--- src/rtl/core/fcbc_pkg.sv ---
// Shared types, constants and the CRC-16 byte update for the framed block check.
package fcbc_pkg;

  // Frame control codes.
  localparam logic [7:0] CODE_DLE = 8'h10;
  localparam logic [7:0] CODE_SOH = 8'h01;
  localparam logic [7:0] CODE_STX = 8'h02;
  localparam logic [7:0] CODE_ETX = 8'h03;

  // Shifted-register mask and feedback bit of the reflected 0xA001 polynomial.
  localparam logic [15:0] KEEP_MASK = 16'h5FFE;
  localparam logic [15:0] BIT_ONE   = 16'h0001;

  // Configuration port geometry: one 32-bit register per word.
  localparam int unsigned PADDR_W = 3;
  localparam int unsigned PDATA_W = 32;
  localparam logic [0:0] REG_CRC_INITIAL = 1'b0;

  // Queue between the front and back parts.
  localparam int unsigned FIFO_DEPTH = 2;
  localparam int unsigned FIFO_PTR_W = (FIFO_DEPTH > 1) ? $clog2(FIFO_DEPTH) : 1;
  localparam int unsigned FIFO_CNT_W = $clog2(FIFO_DEPTH + 1);

  // One classified byte as it travels through the queue.
  typedef struct packed {
    logic [7:0] data_byte;
    logic       frame_start;
    logic       last_byte;
    logic       skip;
    logic       is_etx;
  } fcbc_entry_t;

  // Queue status seen by the front part, the back part and the top level.
  typedef struct packed {
    logic                  empty;
    logic                  full;
    logic [FIFO_CNT_W-1:0] count;
  } fcbc_fifo_status_t;

  // Eight serial steps of the reflected CRC, least significant data bit first.
  function automatic logic [15:0] crc_byte(input logic [15:0] crc, input logic [7:0] data);
    logic [15:0] c;
    logic        fb;
    logic        b0;
    logic        b13;
    c = crc;
    for (int k = 0; k < 8; k++) begin
      fb  = c[0] ^ data[k];
      b0  = c[1] ^ fb;
      b13 = c[14] ^ fb;
      c   = (c >> 1) & KEEP_MASK;
      c   = c | {fb, 1'b0, b13, 12'd0, b0};
    end
    return c;
  endfunction

endpackage

--- src/rtl/core/fcbc_front.sv ---
// Front part: accepts input transactions, classifies the byte and pushes it into the queue.
module fcbc_front (
  input  logic                          in_valid,
  output logic                          in_ready,
  input  logic [7:0]                    in_data_byte,
  input  logic                          in_frame_start,
  input  logic                          in_last_byte,
  input  fcbc_pkg::fcbc_fifo_status_t   fifo_status,
  output logic                          push,
  output fcbc_pkg::fcbc_entry_t         push_entry
);
  import fcbc_pkg::*;

  // Take a byte whenever the queue has room.
  assign in_ready = !fifo_status.full;
  assign push     = in_valid && in_ready;

  // Control bytes that never enter the CRC, and the end-of-text code.
  always_comb begin
    push_entry.data_byte   = in_data_byte;
    push_entry.frame_start = in_frame_start;
    push_entry.last_byte   = in_last_byte;
    push_entry.skip        = (in_data_byte == CODE_DLE) || (in_data_byte == CODE_SOH) ||
                             (in_data_byte == CODE_STX);
    push_entry.is_etx      = (in_data_byte == CODE_ETX);
  end

endmodule

--- src/rtl/core/fcbc_fifo.sv ---
// Short queue of classified bytes between the front and back parts.
module fcbc_fifo (
  input  logic                          clk,
  input  logic                          rst_n,
  input  logic                          push,
  input  fcbc_pkg::fcbc_entry_t         push_entry,
  input  logic                          pop,
  output fcbc_pkg::fcbc_entry_t         pop_entry,
  output fcbc_pkg::fcbc_fifo_status_t   status
);
  import fcbc_pkg::*;

  fcbc_entry_t           mem_r [FIFO_DEPTH];
  logic [FIFO_PTR_W-1:0] wr_ptr_r, wr_ptr_nxt;
  logic [FIFO_PTR_W-1:0] rd_ptr_r, rd_ptr_nxt;
  logic [FIFO_CNT_W-1:0] count_r, count_nxt;

  // Pointer advance with wrap at the queue depth.
  function automatic logic [FIFO_PTR_W-1:0] ptr_inc(input logic [FIFO_PTR_W-1:0] p);
    if (p == FIFO_PTR_W'(FIFO_DEPTH - 1)) begin
      return '0;
    end
    return p + FIFO_PTR_W'(1);
  endfunction

  always_comb begin
    wr_ptr_nxt = push ? ptr_inc(wr_ptr_r) : wr_ptr_r;
    rd_ptr_nxt = pop ? ptr_inc(rd_ptr_r) : rd_ptr_r;
    count_nxt  = count_r;
    if (push && !pop) begin
      count_nxt = count_r + FIFO_CNT_W'(1);
    end else if (pop && !push) begin
      count_nxt = count_r - FIFO_CNT_W'(1);
    end
  end

  // Pointers and fill count.
  always_ff @(posedge clk) begin
    if (!rst_n) begin
      wr_ptr_r <= '0;
      rd_ptr_r <= '0;
      count_r  <= '0;
    end else begin
      wr_ptr_r <= wr_ptr_nxt;
      rd_ptr_r <= rd_ptr_nxt;
      count_r  <= count_nxt;
    end
  end

  // Entry storage needs no reset.
  always_ff @(posedge clk) begin
    if (push) begin
      mem_r[wr_ptr_r] <= push_entry;
    end
  end

  assign pop_entry    = mem_r[rd_ptr_r];
  assign status.count = count_r;
  assign status.empty = (count_r == '0);
  assign status.full  = (count_r == FIFO_CNT_W'(FIFO_DEPTH));

endmodule

--- src/rtl/core/fcbc_back.sv ---
// Back part: frame state, CRC update and the result output register.
module fcbc_back (
  input  logic                          clk,
  input  logic                          rst_n,
  input  fcbc_pkg::fcbc_fifo_status_t   fifo_status,
  input  fcbc_pkg::fcbc_entry_t         pop_entry,
  output logic                          pop,
  input  logic [15:0]                   crc_initial,
  output logic                          out_valid,
  input  logic                          out_ready,
  output logic [15:0]                   out_crc_value,
  output logic                          out_byte_counted,
  output logic                          out_frame_done
);
  import fcbc_pkg::*;

  logic [15:0] running_crc_r, running_crc_nxt;
  logic        stopped_r, stopped_nxt;
  logic        out_valid_r, out_valid_nxt;
  logic [15:0] out_crc_r;
  logic        out_counted_r;
  logic        out_done_r;

  logic [15:0] crc_base;
  logic        stop_base;
  logic        active;
  logic        counted;

  // Pop when the output register is free or is being emptied this cycle.
  assign pop = !fifo_status.empty && (!out_valid_r || out_ready);

  // A start reloads the CRC first; a stopped frame ignores the byte.
  always_comb begin
    crc_base        = pop_entry.frame_start ? crc_initial : running_crc_r;
    stop_base       = pop_entry.frame_start ? 1'b0 : stopped_r;
    active          = !stop_base;
    counted         = active && !pop_entry.skip;
    running_crc_nxt = counted ? crc_byte(crc_base, pop_entry.data_byte) : crc_base;
    stopped_nxt     = stop_base || (active && (pop_entry.is_etx || pop_entry.last_byte));
    out_valid_nxt   = pop || (out_valid_r && !out_ready);
  end

  // Frame state and output valid.
  always_ff @(posedge clk) begin
    if (!rst_n) begin
      running_crc_r <= '0;
      stopped_r     <= 1'b0;
      out_valid_r   <= 1'b0;
    end else begin
      out_valid_r <= out_valid_nxt;
      if (pop) begin
        running_crc_r <= running_crc_nxt;
        stopped_r     <= stopped_nxt;
      end
    end
  end

  // Result payload.
  always_ff @(posedge clk) begin
    if (pop) begin
      out_crc_r     <= running_crc_nxt;
      out_counted_r <= counted;
      out_done_r    <= stopped_nxt;
    end
  end

  assign out_valid        = out_valid_r;
  assign out_crc_value    = out_crc_r;
  assign out_byte_counted = out_counted_r;
  assign out_frame_done   = out_done_r;

endmodule

--- src/rtl/core/framed_crc16_block_check.sv ---
// Top level of the framed CRC-16 block check: register port, front, queue and back.
//
//   Channel   Handshake             Payload
//   in_       in_valid / in_ready   in_data_byte[7:0], in_frame_start, in_last_byte
//   out_      out_valid / out_ready out_crc_value[15:0], out_byte_counted, out_frame_done
//   config    psel/penable/pwrite   paddr[2:0], pwdata[31:0], prdata[31:0], pready
//
// One byte per cycle sustained while out_ready stays high; the whole eight-bit CRC
// update is combinational XOR logic in the back part. An accepted byte is first
// written into the two-entry queue, and its CRC update loads the output register
// when the byte is popped from the queue, which sets out_valid.
// Synchronous active-low reset clears the CRC, the frame state, the queue and
// crc_initial. A stalled output holds one result in the output register and up
// to two bytes in the queue before in_ready drops.
module framed_crc16_block_check (
  input  logic                          clk,
  input  logic                          rst_n,
  input  logic                          in_valid,
  output logic                          in_ready,
  input  logic [7:0]                    in_data_byte,
  input  logic                          in_frame_start,
  input  logic                          in_last_byte,
  output logic                          out_valid,
  input  logic                          out_ready,
  output logic [15:0]                   out_crc_value,
  output logic                          out_byte_counted,
  output logic                          out_frame_done,
  input  logic                          psel,
  input  logic                          penable,
  input  logic                          pwrite,
  input  logic [fcbc_pkg::PADDR_W-1:0]  paddr,
  input  logic [fcbc_pkg::PDATA_W-1:0]  pwdata,
  output logic [fcbc_pkg::PDATA_W-1:0]  prdata,
  output logic                          pready
);
  import fcbc_pkg::*;

  logic              [15:0] crc_initial_r;
  logic                     push;
  logic                     pop;
  fcbc_entry_t              push_entry;
  fcbc_entry_t              pop_entry;
  fcbc_fifo_status_t        fifo_status;
  logic                     reg_sel_init;

  // Register port: no wait states, one register at word 0.
  assign pready       = 1'b1;
  assign reg_sel_init = (paddr[2:2] == REG_CRC_INITIAL);

  always_ff @(posedge clk) begin
    if (!rst_n) begin
      crc_initial_r <= '0;
    end else if (psel && penable && pwrite && pready && reg_sel_init) begin
      crc_initial_r <= pwdata[15:0];
    end
  end

  assign prdata = reg_sel_init ? {16'd0, crc_initial_r} : '0;

  fcbc_front u_front (
    .in_valid       (in_valid),
    .in_ready       (in_ready),
    .in_data_byte   (in_data_byte),
    .in_frame_start (in_frame_start),
    .in_last_byte   (in_last_byte),
    .fifo_status    (fifo_status),
    .push           (push),
    .push_entry     (push_entry)
  );

  fcbc_fifo u_fifo (
    .clk        (clk),
    .rst_n      (rst_n),
    .push       (push),
    .push_entry (push_entry),
    .pop        (pop),
    .pop_entry  (pop_entry),
    .status     (fifo_status)
  );

  fcbc_back u_back (
    .clk              (clk),
    .rst_n            (rst_n),
    .fifo_status      (fifo_status),
    .pop_entry        (pop_entry),
    .pop              (pop),
    .crc_initial      (crc_initial_r),
    .out_valid        (out_valid),
    .out_ready        (out_ready),
    .out_crc_value    (out_crc_value),
    .out_byte_counted (out_byte_counted),
    .out_frame_done   (out_frame_done)
  );

  // Reset empties the output register.
  assert property (@(posedge clk) !rst_n |=> !out_valid)
    else $error("output valid after reset");

  // An accepted byte is held in the queue in the next cycle.
  assert property (@(posedge clk) disable iff (!rst_n) push |=> !fifo_status.empty)
    else $error("accepted byte lost from queue");

  // A byte taken from the queue shows up as a result in the next cycle.
  assert property (@(posedge clk) disable iff (!rst_n) pop |=> out_valid)
    else $error("popped byte did not reach the output register");

  // A frame that is done never reports a byte as counted without a new start.
  assert property (@(posedge clk) disable iff (!rst_n)
    pop && !pop_entry.frame_start && u_back.stopped_r |=>
      out_valid && !out_byte_counted && out_frame_done)
    else $error("byte counted after the frame ended");

endmodule
--- config.mk ---
export PLATFORM = sky130hd
export DESIGN_NAME = framed_crc16_block_check
export DESIGN_NICKNAME = d
export VERILOG_FILES = /design/src/rtl/core/fcbc_pkg.sv /design/src/rtl/core/fcbc_front.sv /design/src/rtl/core/fcbc_fifo.sv /design/src/rtl/core/fcbc_back.sv /design/src/rtl/core/framed_crc16_block_check.sv
export SDC_FILE = /design/constraint.sdc
export NUM_CORES = 1
export LEC_CHECK = 0
export ABC_AREA = 0
export BUFFER_PORTS_ARGS = -buffer_cell sky130_fd_sc_hd__buf_2
export CAP_MARGIN = 10
export CORE_MARGIN = 2
export CORE_UTILIZATION = 53
export CTS_BUF_LIST = sky130_fd_sc_hd__clkbuf_16
export DETAILED_ROUTE_END_ITERATION = 10
export GPL_ROUTABILITY_DRIVEN = 0
export PLACE_DENSITY = 0.89
export SKIP_LAST_GASP = 1
export SLEW_MARGIN = 20
export SYNTH_ARGS = -nofsm -noshare
export SYNTH_HDL_FRONTEND = slang
export SYNTH_HIERARCHICAL = 1
export SYNTH_SLANG_ARGS = --single-unit
--- constraint.sdc ---
create_clock -name clk -period 3.55 [get_ports clk]
set_clock_uncertainty 0.2 [all_clocks]
set_input_delay 0 -clock clk [delete_from_list [all_inputs] [get_ports clk]]
set_output_delay 0 -clock clk [all_outputs]
set_load 0.1 [all_outputs]
==> results.md <==
- Final Slew Violations: 0
- Fillers: 535
- I/O pins: between 100 and 150
- Fin Setup TNS: 0 ns
- Synthesis-to-finish area growth: 19.9%
- Critical Path Slowest Stage Cell: mux2_2
- Worst path top cell family by delay: XOR/XNOR gates
- Final Core Density: 0.664
- Multi-input gate area: about 1700 um2
- Iter 0 DRT Violations: just over 200
- Rows: 31
- Leak: 2.01 nW
- Ys flop type: edfxtp_1
- Initial antenna violation count: 0
- Drt via density: about 5
- Clock Latency Late Sink: roughly 0.34 ns
- H-tree Lvls: 3
- Total grt overflow: 0
- Setup crit end kind: register
- Clock sinks: 81
- IO Port Bufs: 69
- Final period util: 0.898
- Inserted Diodes: 0
- Global-route wire length before repair: 13700 um
- Pwr/cell area: slightly below 1000 nW/um2
- CP Depth: 8
- CP max FO: 18
- Minimum clock period: about 3.2 ns
- CTS tree: done
- RSZ-0062 raised after global routing: no
- Routed WL: a little under 9000 um
- Die width: about 92 um
- Flip-flop and latch count after synthesis: ~80
- Post-Syn Instances: 370
- Core area: 7330 um2
- Drt wl/cell: 15.6 um
- Maxcap violations: 0
- Worst Hold Path Cells: 3
- Crit-path max cell delay: ~0.57 ns
- Hold Crit Class: in2reg
- Seq/Total Area, Yosys: 0.503
- Total number of vias: 2858
- Cell area after synthesis: slightly above 4000 um2
- Syn_area_per_cell: between 10 and 15 um2
- Die height: approximately 90 um
- Worst-case clock buffer depth: 2
- Storage element area: ~2000 um2
- Synth async-reset ratio: 0
- Overall Global Routing Usage: 0.215
- Detailed-router iteration count before antenna repair: 4
- R2r setup slk: approximately 0.36 ns
- Layout cell share with drive strength beyond 1: 0.254
- DR DRC count: 0
- Critical path data required time: about 3.4 ns
- Achievable Freq: approximately 310 MHz
- Outcome: finished, final reports clean
- Die area: between 8000 and 9000 um2
- Count of final hold-check violations: 0
- DRT antenna net count: 0
- Number of CTS-inserted buffers: 9
- Clk slew on worst S/H paths: approximately 0.060 ns
- Crit path kind: reg2reg
- Post-CTS sizing: 0
- Worst Path Arrival: 3.04 ns
- CP startpoint kind: register
- Clk root buf: clkbuf_16
- Most frequent cells in the layout: buf_2, nand2_1, edfxtp_1
- Vias in the first global route: 2851
- WP buf/inv: 0
- Most common cell after layout, fill and taps aside: buf_2
- Nets@finish: just over 500
- HPWL after detailed placement: 5470 um
- Pin count of the biggest net entering global routing: slightly below 60
- Worst vdd ir: 409 uV
- Cell variety after synth: 43
- Synth warn: 6
- Total power: between 0.004 and 0.005 W
- Final setup vio count: 0
- Worst-Margin Slew: 0.988 ns
- CP Cell Sequence: mux2_2, mux2i_2, xnor2_2, xor2_1, xnor3_2, xnor3_1, nor2_1, a21oi_1
- R2R depth: 8
- Number of synthesized flops with an enable pin: 42
- Rel. slew slack: 0.341
- Initial core utilization: 0.554
-- power breakdown --
part           leakage (nW)  switching, W  internal [W]
combinational          1.15       0.00173      0.000701
clock                 0.144      0.000339      0.000530
sequential            0.718     0.0000927       0.00131
-- logic make-up after synthesis --
family,synth area share
AOI/OAI and AO/OA,0.0681
xor gates and xnor gates,0.0705
adders and majority gates,0.00308
buffers and inverters,0.0804
DFF,0.503
muxes,0.133
other,0.00185
and+or+nand+nor,0.140
-- worst register-to-register path: stages, from the launching register on --
cell and delay (ns):
dfxtp_1 0.31, mux2_2 0.57, mux2i_2 0.35, xnor2_2 0.16, xor2_1 0.26, xnor3_2 0.52, xnor3_1 0.35, nor2_1 0.13
a21oi_1 0.07
-- area by class of cell --
class,count,share of cell area
clock buffer,9,0.0463
clock inverter,7,0.0111
inverter,5,0.00386
multi-input combinational,253,0.359
sequential,81,0.419
tap,99,0.0254
timing repair buffer,101,0.135
-- metrics by stage --
step | instances | setup slack (ns) | area, um2 | hold WS, ns
after CTS | 555 | 0.382 | 4870 | 0.122
final | 555 | 0.362 | 4870 | 0.132
after detailed placement | 511 | 0.410 | 4310 | -0.00158
after floorplan | 385 | 0.408 | 4120 | -0.0825
after global placement | 511 | 0.487 | 4310 | -0.00980
after global routing | 555 | 0.248 | 4870 | 0.194
-- cell usage after synthesis, types with 3 or more instances --
cell      number  area [um2]
dfxtp_1       39         781
xnor2_1       12         105
a211oi_1       6        45.0
buf_4         27         203
xnor2_2        4        65.1
nor2_1         7        26.3
o21ai_0        4        20.0
xor2_1         8        70.1
mux2_2        12         135
a21boi_1      13        97.6
and2b_2        7        61.3
nor2b_1       16         100
inv_1          3        11.3
mux2i_2        4        55.1
mux2i_1       35         350
o21ai_1        6        30.0
a21oi_1       11        55.1
clkbuf_1      12        45.0
edfxtp_1      42        1260
nand2_1       62         233
and2_1         9        56.3
-- flip-flops by register name, indices dropped and copies added (netlist names), named ones only --
name / flops
u_fifo/mem_r: 24
crc_initial_r: 16
u_back/out_crc_value: 16
u_back/running_crc_r: 16
u_fifo/count_r: 2
u_back/out_byte_counted: 1
u_back/out_frame_done: 1
u_back/out_valid: 1
u_back/stopped_r: 1
u_fifo/rd_ptr_r: 1
u_fifo/wr_ptr_r: 1
-- repair_timing --
| action | CTS | global route |
|---|---|---|
| hold buffers | 28 | 0 |
| endpoints found under the hold margin | 42 | 0 |
| setup buffers | 0 | 0 |
-- per-layer routing --
| layer | routed length, um | GRT usage |
|---|---|---|
| met4 | 352 | 0.126 |
| met3 | 453 | 0.0448 |
| met2 | 4350 | 0.368 |
| met1 | 3530 | 0.247 |
| met5 | 0 | 0 |
-- worst paths after layout --
kind	startpoint	to
worst max register to register	register	u_back/out_crc_value[0]
worst min register to register	u_back/running_crc_r[8]	u_back/running_crc_r[8]
worst max-delay path	register	u_back/out_crc_value[0]
worst min-delay path	rst_n	crc_initial_r[10]
(Power assumes the default switching activity.)
